$ cat src/rtl/fm_chip_bus_and_timer_interface_defines.svh
// Assertion macros shared by the bus and timer interface RTL.
`ifndef FM_CHIP_BUS_AND_TIMER_INTERFACE_DEFINES_SVH
`define FM_CHIP_BUS_AND_TIMER_INTERFACE_DEFINES_SVH

`ifndef NO_ASSERTIONS

// Same-cycle implication
`define FMTIF_ASSERT_IMP(name, clk, rst, ante, cons, msg) \
  name: assert property (@(posedge clk) disable iff (rst) (ante) |-> (cons)) \
    else $error(msg);

// Next-cycle implication
`define FMTIF_ASSERT_NXT(name, clk, rst, ante, cons, msg) \
  name: assert property (@(posedge clk) disable iff (rst) (ante) |=> (cons)) \
    else $error(msg);

`else

`define FMTIF_ASSERT_IMP(name, clk, rst, ante, cons, msg)
`define FMTIF_ASSERT_NXT(name, clk, rst, ante, cons, msg)

`endif

`endif

$ cat src/rtl/fmtif_pkg.sv
// Types, codes and helper functions of the bus and timer interface.
package fmtif_pkg;

  // Item kinds on the input channel
  localparam logic [1:0] MODE_READ  = 2'd0;
  localparam logic [1:0] MODE_WRITE = 2'd1;
  localparam logic [1:0] MODE_TICK  = 2'd2;
  localparam logic [1:0] MODE_IDLE  = 2'd3;

  // Odd byte addresses that decode
  localparam logic [1:0] ADDR_PORT = 2'd1;
  localparam logic [1:0] DATA_PORT = 2'd3;

  // Register addresses
  localparam logic [7:0] REG_TA_HI = 8'h10;
  localparam logic [7:0] REG_TA_LO = 8'h11;
  localparam logic [7:0] REG_TB    = 8'h12;
  localparam logic [7:0] REG_CTRL  = 8'h14;
  localparam logic [7:0] REG_PINS  = 8'h1B;

  localparam logic [7:0] CTRL_FWD_MASK = 8'h80;
  localparam logic [7:0] PINS_FWD_MASK = 8'h3F;
  localparam logic [7:0] READ_FLOAT    = 8'hFF;

  localparam logic [10:0] TA_SPAN = 11'h400;
  localparam logic [8:0]  TB_SPAN = 9'h100;

  localparam int TA_CNT_W = 16;
  localparam int TB_CNT_W = 18;

  // Timer operations issued by the bus decoder
  typedef enum logic [2:0] {
    TOP_NONE  = 3'd0,
    TOP_TICK  = 3'd1,
    TOP_TA_HI = 3'd2,
    TOP_TA_LO = 3'd3,
    TOP_TB    = 3'd4,
    TOP_CTRL  = 3'd5
  } timer_op_t;

  typedef struct packed {
    timer_op_t  op;
    logic [7:0] data;
  } timer_cmd_t;

  typedef struct packed {
    logic [1:0] flag;       // flags before this word
    logic [1:0] flag_next;  // flags after this word
    logic       expire_a;   // timer A expired on this tick
  } timer_stat_t;

  typedef struct packed {
    logic [7:0] read_data;
    logic       irq_n;
    logic       port_ct1;
    logic       port_ct2;
    logic       engine_write;
    logic [7:0] engine_addr;
    logic [7:0] engine_data;
    logic       csm_pulse;
  } result_t;

  // Timer A period: (1024 - value) * 32 ticks
  function automatic logic [TA_CNT_W-1:0] period_a(input logic [9:0] value);
    logic [10:0] span;
    span = TA_SPAN - {1'b0, value};
    return {span, 5'b0};
  endfunction

  // Timer B period: (256 - value) * 512 ticks
  function automatic logic [TB_CNT_W-1:0] period_b(input logic [7:0] value);
    logic [8:0] span;
    span = TB_SPAN - {1'b0, value};
    return {span, 9'b0};
  endfunction

endpackage

$ cat src/rtl/fmtif_channels.sv
// Valid/ready channel interfaces for input items and result words.
interface fmtif_in_if;
  logic       valid;
  logic       ready;
  logic [1:0] mode;
  logic [1:0] bus_addr;
  logic [7:0] write_data;

  modport source (output valid, mode, bus_addr, write_data, input ready);
  modport sink   (input valid, mode, bus_addr, write_data, output ready);
endinterface

interface fmtif_out_if;
  logic       valid;
  logic       ready;
  logic [7:0] read_data;
  logic       irq_n;
  logic       port_ct1;
  logic       port_ct2;
  logic       engine_write;
  logic [7:0] engine_addr;
  logic [7:0] engine_data;
  logic       csm_pulse;

  modport source (output valid, read_data, irq_n, port_ct1, port_ct2, engine_write,
                  engine_addr, engine_data, csm_pulse, input ready);
  modport sink   (input valid, read_data, irq_n, port_ct1, port_ct2, engine_write,
                  engine_addr, engine_data, csm_pulse, output ready);
endinterface

$ cat src/rtl/fmtif_timers.sv
// Timer A and timer B: values, counters, enable, arm and flag state.
module fmtif_timers (
  input  logic                  clk,
  input  logic                  rst,
  input  logic                  fire,
  input  fmtif_pkg::timer_cmd_t cmd,
  output fmtif_pkg::timer_stat_t stat
);

  logic [9:0]                     ta_value, ta_value_next;
  logic [7:0]                     tb_value, tb_value_next;
  logic [1:0]                     enabled, enabled_next;
  logic [1:0]                     armed, armed_next;
  logic [1:0]                     flag, flag_next;
  logic [1:0]                     running, running_next;
  logic [fmtif_pkg::TA_CNT_W-1:0] ta_count, ta_count_next;
  logic [fmtif_pkg::TB_CNT_W-1:0] tb_count, tb_count_next;
  logic [fmtif_pkg::TA_CNT_W-1:0] ta_period;
  logic [fmtif_pkg::TB_CNT_W-1:0] tb_period;
  logic                           expire_a;

  // Update the timer values first; starts and reloads use the new value
  always_comb begin
    ta_value_next = ta_value;
    tb_value_next = tb_value;
    case (cmd.op)
      fmtif_pkg::TOP_TA_HI: ta_value_next = {cmd.data, ta_value[1:0]};
      fmtif_pkg::TOP_TA_LO: ta_value_next = {ta_value[9:2], cmd.data[1:0]};
      fmtif_pkg::TOP_TB:    tb_value_next = cmd.data;
      default:              ;
    endcase
  end

  assign ta_period = fmtif_pkg::period_a(ta_value_next);
  assign tb_period = fmtif_pkg::period_b(tb_value_next);

  // Work out the next timer state for this word
  always_comb begin
    enabled_next  = enabled;
    armed_next    = armed;
    flag_next     = flag;
    running_next  = running;
    ta_count_next = ta_count;
    tb_count_next = tb_count;
    expire_a      = 1'b0;
    unique case (cmd.op)
      fmtif_pkg::TOP_NONE: ;
      fmtif_pkg::TOP_TA_HI, fmtif_pkg::TOP_TA_LO: begin
        if (!running[0]) begin
          running_next[0] = 1'b1;
          ta_count_next   = ta_period;
        end
      end
      fmtif_pkg::TOP_TB: begin
        if (!running[1]) begin
          running_next[1] = 1'b1;
          tb_count_next   = tb_period;
        end
      end
      fmtif_pkg::TOP_CTRL: begin
        if (cmd.data[4]) flag_next[0] = 1'b0;
        if (cmd.data[5]) flag_next[1] = 1'b0;
        armed_next = cmd.data[3:2];
        // Timer A: a rising enable starts a stopped timer, a clear bit stops it
        if (cmd.data[0]) begin
          if (!enabled[0] && !running[0]) begin
            running_next[0] = 1'b1;
            ta_count_next   = ta_period;
          end
          enabled_next[0] = 1'b1;
        end else begin
          running_next[0] = 1'b0;
          enabled_next[0] = 1'b0;
        end
        // Timer B likewise
        if (cmd.data[1]) begin
          if (!enabled[1] && !running[1]) begin
            running_next[1] = 1'b1;
            tb_count_next   = tb_period;
          end
          enabled_next[1] = 1'b1;
        end else begin
          running_next[1] = 1'b0;
          enabled_next[1] = 1'b0;
        end
      end
      fmtif_pkg::TOP_TICK: begin
        // Count down; at the end flag an enabled, armed timer and reload
        if (running[0]) begin
          if (ta_count > fmtif_pkg::TA_CNT_W'(1)) begin
            ta_count_next = ta_count - fmtif_pkg::TA_CNT_W'(1);
          end else begin
            if (enabled[0] && armed[0]) begin
              armed_next[0] = 1'b0;
              flag_next[0]  = 1'b1;
            end
            ta_count_next = ta_period;
            expire_a      = 1'b1;
          end
        end
        if (running[1]) begin
          if (tb_count > fmtif_pkg::TB_CNT_W'(1)) begin
            tb_count_next = tb_count - fmtif_pkg::TB_CNT_W'(1);
          end else begin
            if (enabled[1] && armed[1]) begin
              armed_next[1] = 1'b0;
              flag_next[1]  = 1'b1;
            end
            tb_count_next = tb_period;
          end
        end
      end
      default: ;
    endcase
  end

  // Commit the timer state when a word is taken
  always_ff @(posedge clk) begin
    if (rst) begin
      ta_value <= '0;
      tb_value <= '0;
      enabled  <= '0;
      armed    <= '0;
      flag     <= '0;
      running  <= '0;
      ta_count <= '0;
      tb_count <= '0;
    end else if (fire) begin
      ta_value <= ta_value_next;
      tb_value <= tb_value_next;
      enabled  <= enabled_next;
      armed    <= armed_next;
      flag     <= flag_next;
      running  <= running_next;
      ta_count <= ta_count_next;
      tb_count <= tb_count_next;
    end
  end

  assign stat.flag      = flag;
  assign stat.flag_next = flag_next;
  assign stat.expire_a  = expire_a;

endmodule

$ cat src/rtl/fmtif_bus.sv
// Bus decoder: address latch, busy, status read, engine forwarding, port pins.
module fmtif_bus (
  input  logic                   clk,
  input  logic                   rst,
  input  logic                   fire,
  input  logic [1:0]             mode,
  input  logic [1:0]             bus_addr,
  input  logic [7:0]             write_data,
  input  fmtif_pkg::timer_stat_t stat,
  output fmtif_pkg::timer_cmd_t  cmd,
  output fmtif_pkg::result_t     result
);

  logic [7:0] latched_address, latched_address_next;
  logic       busy, busy_next;
  logic       csm_enable, csm_enable_next;
  logic [1:0] port_pins, port_pins_next;

  // Decode the word and build its result
  always_comb begin
    latched_address_next = latched_address;
    busy_next            = busy;
    csm_enable_next      = csm_enable;
    port_pins_next       = port_pins;
    cmd.op               = fmtif_pkg::TOP_NONE;
    cmd.data             = write_data;
    result.read_data     = '0;
    result.engine_write  = 1'b0;
    result.engine_addr   = '0;
    result.engine_data   = '0;
    result.csm_pulse     = 1'b0;
    unique case (mode)
      fmtif_pkg::MODE_READ: begin
        result.read_data = fmtif_pkg::READ_FLOAT;
        if (bus_addr == fmtif_pkg::DATA_PORT) begin
          // Status: busy clears on read
          result.read_data = {busy, 5'b0, stat.flag[1], stat.flag[0]};
          busy_next        = 1'b0;
        end
      end
      fmtif_pkg::MODE_WRITE: begin
        if (bus_addr == fmtif_pkg::ADDR_PORT) begin
          latched_address_next = write_data;
          busy_next            = 1'b0;
        end else if (bus_addr == fmtif_pkg::DATA_PORT) begin
          busy_next = 1'b1;
          unique case (latched_address)
            fmtif_pkg::REG_TA_HI: cmd.op = fmtif_pkg::TOP_TA_HI;
            fmtif_pkg::REG_TA_LO: cmd.op = fmtif_pkg::TOP_TA_LO;
            fmtif_pkg::REG_TB:    cmd.op = fmtif_pkg::TOP_TB;
            fmtif_pkg::REG_CTRL: begin
              cmd.op              = fmtif_pkg::TOP_CTRL;
              csm_enable_next     = write_data[7];
              result.engine_write = 1'b1;
              result.engine_addr  = latched_address;
              result.engine_data  = write_data & fmtif_pkg::CTRL_FWD_MASK;
            end
            fmtif_pkg::REG_PINS: begin
              port_pins_next      = write_data[7:6];
              result.engine_write = 1'b1;
              result.engine_addr  = latched_address;
              result.engine_data  = write_data & fmtif_pkg::PINS_FWD_MASK;
            end
            default: begin
              result.engine_write = 1'b1;
              result.engine_addr  = latched_address;
              result.engine_data  = write_data;
            end
          endcase
        end
      end
      fmtif_pkg::MODE_TICK: begin
        cmd.op           = fmtif_pkg::TOP_TICK;
        result.csm_pulse = stat.expire_a & csm_enable;
      end
      fmtif_pkg::MODE_IDLE: ;
    endcase
    result.irq_n    = ~|stat.flag_next;
    result.port_ct1 = port_pins_next[1];
    result.port_ct2 = port_pins_next[0];
  end

  // Hold the bus state between words
  always_ff @(posedge clk) begin
    if (rst) begin
      latched_address <= '0;
      busy            <= 1'b0;
      csm_enable      <= 1'b0;
      port_pins       <= '0;
    end else if (fire) begin
      latched_address <= latched_address_next;
      busy            <= busy_next;
      csm_enable      <= csm_enable_next;
      port_pins       <= port_pins_next;
    end
  end

endmodule

$ cat src/rtl/fm_chip_bus_and_timer_interface.sv
// Top level of the FM chip bus and timer interface.
//
//   channel  dir  fields
//   item     in   mode, bus_addr, write_data
//   result   out  read_data, irq_n, port_ct1/2, engine_write/addr/data, csm_pulse
//
// One word a cycle unless the result is stalled: a word is registered at the
// input, then decoded and applied to the bus and timer state as its result
// is registered. Reset is synchronous; it clears the valid flags and all bus
// and timer state and stops both timers.
// A stalled result holds the input stage; a new word is still taken while
// the stalled result is handed over in the same cycle.
`include "fm_chip_bus_and_timer_interface_defines.svh"

module fm_chip_bus_and_timer_interface (
  input logic         clk,
  input logic         rst,
  fmtif_in_if.sink    item,
  fmtif_out_if.source result
);

  logic                   s1_valid;
  logic [1:0]             s1_mode;
  logic [1:0]             s1_addr;
  logic [7:0]             s1_data;
  logic                   advance;
  logic                   out_valid;
  fmtif_pkg::result_t     res_next;
  fmtif_pkg::result_t     res;
  fmtif_pkg::timer_cmd_t  cmd;
  fmtif_pkg::timer_stat_t stat;
  logic                   irq_in_step;
  logic                   engine_quiet;
  logic                   csm_clean;

  // Advance the input stage when the result register is free or draining
  assign advance    = s1_valid && (!out_valid || result.ready);
  assign item.ready = !s1_valid || advance;

  // Input register
  always_ff @(posedge clk) begin
    if (rst) begin
      s1_valid <= 1'b0;
    end else if (item.ready) begin
      s1_valid <= item.valid;
    end
  end

  always_ff @(posedge clk) begin
    if (item.ready && item.valid) begin
      s1_mode <= item.mode;
      s1_addr <= item.bus_addr;
      s1_data <= item.write_data;
    end
  end

  fmtif_bus u_bus (
    .clk        (clk),
    .rst        (rst),
    .fire       (advance),
    .mode       (s1_mode),
    .bus_addr   (s1_addr),
    .write_data (s1_data),
    .stat       (stat),
    .cmd        (cmd),
    .result     (res_next)
  );

  fmtif_timers u_timers (
    .clk  (clk),
    .rst  (rst),
    .fire (advance),
    .cmd  (cmd),
    .stat (stat)
  );

  // Result register
  always_ff @(posedge clk) begin
    if (rst) begin
      out_valid <= 1'b0;
    end else if (advance) begin
      out_valid <= 1'b1;
    end else if (result.ready) begin
      out_valid <= 1'b0;
    end
  end

  always_ff @(posedge clk) begin
    if (advance) begin
      res <= res_next;
    end
  end

  assign result.valid        = out_valid;
  assign result.read_data    = res.read_data;
  assign result.irq_n        = res.irq_n;
  assign result.port_ct1     = res.port_ct1;
  assign result.port_ct2     = res.port_ct2;
  assign result.engine_write = res.engine_write;
  assign result.engine_addr  = res.engine_addr;
  assign result.engine_data  = res.engine_data;
  assign result.csm_pulse    = res.csm_pulse;

  // Terms for the checks
  assign irq_in_step  = res.irq_n == !(|stat.flag);
  assign engine_quiet = res.engine_write ||
                        (res.engine_addr == 8'h00 && res.engine_data == 8'h00);
  assign csm_clean    = !res.csm_pulse || (!res.engine_write && res.read_data == 8'h00);

  // Checks
  `FMTIF_ASSERT_NXT(a_advance_fills, clk, rst, advance, out_valid, "result word lost")
  `FMTIF_ASSERT_IMP(a_irq_tracks_flags, clk, rst, out_valid, irq_in_step, "irq_n out of step")
  `FMTIF_ASSERT_IMP(a_engine_idle_zero, clk, rst, out_valid, engine_quiet, "stray engine fields")
  `FMTIF_ASSERT_IMP(a_csm_only_tick, clk, rst, out_valid, csm_clean, "csm pulse on a bus word")

endmodule

$ cat src/flat_wrapper.sv
// flat-port wrapper written by rule: the top's interface ports become plain ports
module fm_chip_bus_and_timer_interface_flat 
  (clk, rst, item_valid, item_mode, item_bus_addr, item_write_data, item_ready, result_valid, result_read_data, result_irq_n, result_port_ct1, result_port_ct2, result_engine_write, result_engine_addr, result_engine_data, result_csm_pulse, result_ready);
  fmtif_in_if item_i ();
  fmtif_out_if result_i ();
  input logic clk;
  input logic rst;
  input wire logic [$bits(item_i.valid)-1:0] item_valid;
  input wire logic [$bits(item_i.mode)-1:0] item_mode;
  input wire logic [$bits(item_i.bus_addr)-1:0] item_bus_addr;
  input wire logic [$bits(item_i.write_data)-1:0] item_write_data;
  output wire logic [$bits(item_i.ready)-1:0] item_ready;
  output wire logic [$bits(result_i.valid)-1:0] result_valid;
  output wire logic [$bits(result_i.read_data)-1:0] result_read_data;
  output wire logic [$bits(result_i.irq_n)-1:0] result_irq_n;
  output wire logic [$bits(result_i.port_ct1)-1:0] result_port_ct1;
  output wire logic [$bits(result_i.port_ct2)-1:0] result_port_ct2;
  output wire logic [$bits(result_i.engine_write)-1:0] result_engine_write;
  output wire logic [$bits(result_i.engine_addr)-1:0] result_engine_addr;
  output wire logic [$bits(result_i.engine_data)-1:0] result_engine_data;
  output wire logic [$bits(result_i.csm_pulse)-1:0] result_csm_pulse;
  input wire logic [$bits(result_i.ready)-1:0] result_ready;
  assign item_i.valid = item_valid;
  assign item_i.mode = item_mode;
  assign item_i.bus_addr = item_bus_addr;
  assign item_i.write_data = item_write_data;
  assign item_ready = item_i.ready;
  assign result_valid = result_i.valid;
  assign result_read_data = result_i.read_data;
  assign result_irq_n = result_i.irq_n;
  assign result_port_ct1 = result_i.port_ct1;
  assign result_port_ct2 = result_i.port_ct2;
  assign result_engine_write = result_i.engine_write;
  assign result_engine_addr = result_i.engine_addr;
  assign result_engine_data = result_i.engine_data;
  assign result_csm_pulse = result_i.csm_pulse;
  assign result_i.ready = result_ready;
  fm_chip_bus_and_timer_interface u_core (.clk(clk), .rst(rst), .item(item_i), .result(result_i));
endmodule
$ cat config.mk
export PLATFORM = sky130hd
export DESIGN_NAME = fm_chip_bus_and_timer_interface_flat
export DESIGN_NICKNAME = d
export VERILOG_FILES = /design/src/rtl/fmtif_pkg.sv /design/src/rtl/fmtif_channels.sv /design/src/rtl/fmtif_timers.sv /design/src/rtl/fmtif_bus.sv /design/src/rtl/fm_chip_bus_and_timer_interface.sv /design/src/flat_wrapper.sv
export VERILOG_INCLUDE_DIRS = /design/src /design/src/rtl
export SDC_FILE = /design/constraint.sdc
export NUM_CORES = 1
export LEC_CHECK = 0
export ABC_AREA = 1
export BUFFER_PORTS_ARGS = -buffer_cell sky130_fd_sc_hd__buf_2
export CAP_MARGIN = 15
export CORE_MARGIN = 2
export CORE_UTILIZATION = 54
export CTS_CLUSTER_DIAMETER = 120
export CTS_CLUSTER_SIZE = 20
export DETAILED_ROUTE_END_ITERATION = 10
export PLACE_DENSITY = 0.73
export SLEW_MARGIN = 20
export SYNTH_ARGS = -nofsm -noshare
export SYNTH_HDL_FRONTEND = slang
export SYNTH_HIERARCHICAL = 1
export SYNTH_SLANG_ARGS = --single-unit
$ cat constraint.sdc
create_clock -name clk -period 12.23 [get_ports clk]
set_input_delay 3.669 -clock clk [delete_from_list [all_inputs] [get_ports clk]]
set_output_delay 3.669 -clock clk [all_outputs]
set_load 0.005 [all_outputs]
==> metrics.md <==
| Metric | Value |
|---|---|
| Status | finished, final reports clean |
| DRT iter0 DRCs | approximately 470 |
| Final nets | around 940 |
| Avg Synthesized Cell Area | 7.30 sq um |
| Synth Area in Compound Gates | between 10% and 20% |
| Core Rows | 39 |
| CTS max path bufs | 2 |
| Min cycle time layout | roughly 7.8 ns |
| Final setup vio count | 0 |
| Max-cap viol count | 0 |
| Synthesis-stage register bit count | 115 |
| Net Sw Power | 278 uW |
| Clk sinks | around 120 |
| Distinct cells, synth | 46 |
| Clk_skew | around 0.0084 ns |
| CTS tree | built |
| XOR/XNOR Fraction of Synth Area | slightly above 2% |
| CTS root buf | clkbuf_16 |
| Port Buf Inserts | 46 |
| GP Congestion | ~0.9 |
| P per Cell Area | 146 nW/um^2 |
| Register area share after synthesis | 42.1% |
| Crit path launch | result_ready |
| Die area | roughly 13000 sq um |
| Hold crit path type | reg -> reg |
| Drt pass-1 iters | 6 |
| Post-CTS Setup Repair Bufs | 0 |
| Worst Max-Slew Pin Slew | 1.04 ns |
| Peak supply drop | 0.104 mV |
| Reg-to-Reg End | u_core/u_timers/ta_count[4] |
| Largest net degree at the start of global routing | 52 |
| Overflow after GRT | 0 |
| Switching Fraction | between 20% and 30% |
| Slew HR | a little under a third |
| Largest family of logic cells by synthesized area | simple AND/OR/NAND/NOR gates |
| Total track usage | around a quarter |
| Post-cts sizing count | 0 |
| Via/cell ratio | 5.28 |
| Main synth FF type | dfxtp_1 |
| Vias in the first global route | ~5300 |
| Combinational group share of total power | about an eighth |
| Worst R2R Start | u_core/s1_mode[1] |
| Vias | between 5000 and 6000 |
| Total negative setup slack | 0 ns |
| Syn_nets | 908 |
| RSZ-0062 raised after global routing | no |
| Total CTS buffers | 17 |
| Io pins | 47 |
| Post-synthesis mux area share | 0% |
| Clock transition at the registers of the reported paths | roughly 0.050 ns |
| R2R setup slack | 8.42 ns |
| Layout area overhead | 12.5% |
| Clk Latency, worst-skew pair | between 0.4 and 0.5 ns |
| Syn Inst Count | a little under 900 |
| Final Hold Vio Count | 0 |
| Ys Warns | 6 |
| Max Slew Vio Count | 0 |
| R2r worst-path depth | 14 |
| Die H | roughly 110 microns |
| Htree depth | 4 |
| Kind of critical path | in -> out |
| First-pass GRT wire length | about 25 mm |
| Pleak | ~0.0035 uW |
| Final HPWL DP | around 9.9 mm |
| Antenna diodes | 0 |
| Placed Area | around 6600 sq um |
| Worst-path maximum fanout | 3 |
| WP data arrival | between 4 and 5 ns |
| Simple-gate portion of the synthesized area | 29.7% |
| Hold_buf cts | 0 |
| Adder-Cell Fraction of Synth Area | about 1.7% |
| CORE AREA | 11500 sq um |
| WP data required | roughly 8.6 ns |
| Die width | approximately 110 microns |
| Number of flops mapped to enable cells by yosys | a little over 40 |
| Clock power frac | approximately half |
| Ys async rst share | 0% |
| Final Cell Area | roughly 7300 sq um |
| Period utilization | between 60% and 70% |
| Int Pwr | a little under 800 uW |
| Starting density of the core | 56.0% |
| Mapped cell area | about 6400 sq um |
| Ratio of cells with drive above 1 in the final layout | between 10 and 15% |
| Critical Path Sink Type | primary output |
| Sequential share of power | ~40% |
| Drt total wl | roughly 15 mm |
| Fmax | approximately 130 MHz |
| Setup crit end | item_ready |
| Antenna viol nets, final | 0 |
| Initial antenna violation count | 0 |
| DRC Markers | 0 |
| Worst Setup Start Kind | input pin |
| WL per Instance | between 10 and 15 microns |
## layer usage
layer / GRT usage (%) / routed length [microns]
met5: 0 / 0
met4: 8.46 / 167
met3: 4.82 / 874
met2: 38.0 / 6730
met1: 33.6 / 6900
## layout make-up
type	instances	area [sq um]
clock buffers	19	443
clock inverters	13	174
fillers	1048	4260
inverters	140	528
multi-input cells	593	2970
flip-flops and latches	115	2710
well taps	143	179
repair buffers	49	253
## worst min path at each step
stage,startpoint,to,cells after the start
after floorplan,u_core/u_bus/csm_enable,u_core/u_bus/csm_enable,2
after global placement,u_core/u_bus/csm_enable,u_core/u_bus/csm_enable,2
after detailed placement,u_core/u_bus/csm_enable,u_core/u_bus/csm_enable,2
after CTS,u_core/u_timers/enabled[1],u_core/u_timers/enabled[1],2
after global routing,u_core/u_bus/csm_enable,u_core/u_bus/csm_enable,2
final,u_core/u_timers/enabled[1],u_core/u_timers/enabled[1],2
## power by group through the flow
stage	registers (uW)	clock network, uW	logic (uW)
5_1_grt	423	540	146
3_3_place_gp	429	0	123
3_5_place_dp	429	0	124
6_report	421	513	127
2_1_floorplan	427	0	98.4
4_1_cts	421	521	126
## state kept, by name (all words and copies together) (netlist names), 8 cells and up
register                      count
u_core/u_timers/ta_value         10
u_core/u_timers/tb_value          8
u_core/u_timers/tb_count         18
u_core/u_bus/latched_address      8
u_core/s1_data                    8
u_core/u_timers/ta_count         16
u_core/result.engine_addr         8
u_core/result.engine_data         8
u_core/result.read_data           8
## worst max-delay path: stages
cell and delay, ns:
buf_2 0.10, inv_1 0.12, nand3_2 0.11, buf_2 0.15
## kinds of logic after synthesis
kind of cell / count (synthesis)
xor gates and xnor gates: 15
and+or+nand+nor: 426
buffers and inverters: 175
adders and majority gates: 9
DFF: 115
AOI/OAI and AO/OA: 143
## cell usage after synthesis, types with 3 or more instances
cell / count / share of area [%]
nand2_1: 191 / 11
inv_1: 129 / 7.5
nor2_1: 108 / 6.3
dfxtp_1: 74 / 23
nand3_1: 67 / 5.2
a21oi_1: 63 / 4.9
o21ai_0: 46 / 3.6
edfxtp_1: 41 / 19
buf_4: 16 / 1.9
nor3_1: 12 / 0.93
nand2_2: 11 / 1.1
o211ai_1: 11 / 1.3
inv_2: 10 / 0.58
xor2_1: 10 / 1.4
ha_1: 9 / 1.7
nor2_2: 9 / 0.87
clkbuf_1: 8 / 0.47
o21ai_1: 8 / 0.62
nand4_1: 6 / 0.58
buf_6: 5 / 0.87
xnor2_1: 5 / 0.68
nand3_2: 4 / 0.62
nor2_4: 4 / 0.70
o21ai_2: 4 / 0.54
buf_2: 3 / 0.23
nand2_4: 3 / 0.52
## cells in the final DEF, fill, tap and decap left out, types with 3 or more instances in the layout
| cell | Yosys | final |
|---|---|---|
| a21oi_1 | 63 | 62 |
| buf_2 | 3 | 46 |
| buf_4 | 16 | 3 |
| bufinv_16 | 0 | 3 |
| clkbuf_16 | 0 | 17 |
| clkinv_4 | 0 | 5 |
| dfxtp_1 | 74 | 74 |
| edfxtp_1 | 41 | 41 |
| ha_1 | 9 | 9 |
| inv_1 | 129 | 129 |
| inv_2 | 10 | 10 |
| inv_6 | 0 | 4 |
| nand2_1 | 191 | 191 |
| nand2_2 | 11 | 11 |
| nand2_4 | 3 | 3 |
| nand3_1 | 67 | 67 |
| nand3_2 | 4 | 4 |
| nand4_1 | 6 | 6 |
| nor2_1 | 108 | 108 |
| nor2_2 | 9 | 9 |
| nor2_4 | 4 | 4 |
| nor3_1 | 12 | 12 |
| o211ai_1 | 11 | 11 |
| o21ai_0 | 46 | 46 |
| o21ai_1 | 8 | 8 |
| o21ai_2 | 4 | 4 |
| xnor2_1 | 5 | 5 |
| xor2_1 | 10 | 10 |
## per-stage QoR
step / setup WS, ns / util (%) / cells / hold WS (ns) / total power (uW)
floorplan: 4.73 / - / 883 / 0.433 / 525
global placement: 4.42 / 57.6 / 1040 / 0.455 / 552
detailed placement: 4.41 / 57.6 / 1040 / 0.457 / 553
CTS: 4.41 / 63.0 / 1072 / 0.473 / 1070
global route: 4.38 / 63.0 / 1072 / 0.494 / 1110
finish: 4.41 / 63.0 / 1072 / 0.471 / 1060
No activity file was read; power rests on OpenSTA's default activity.
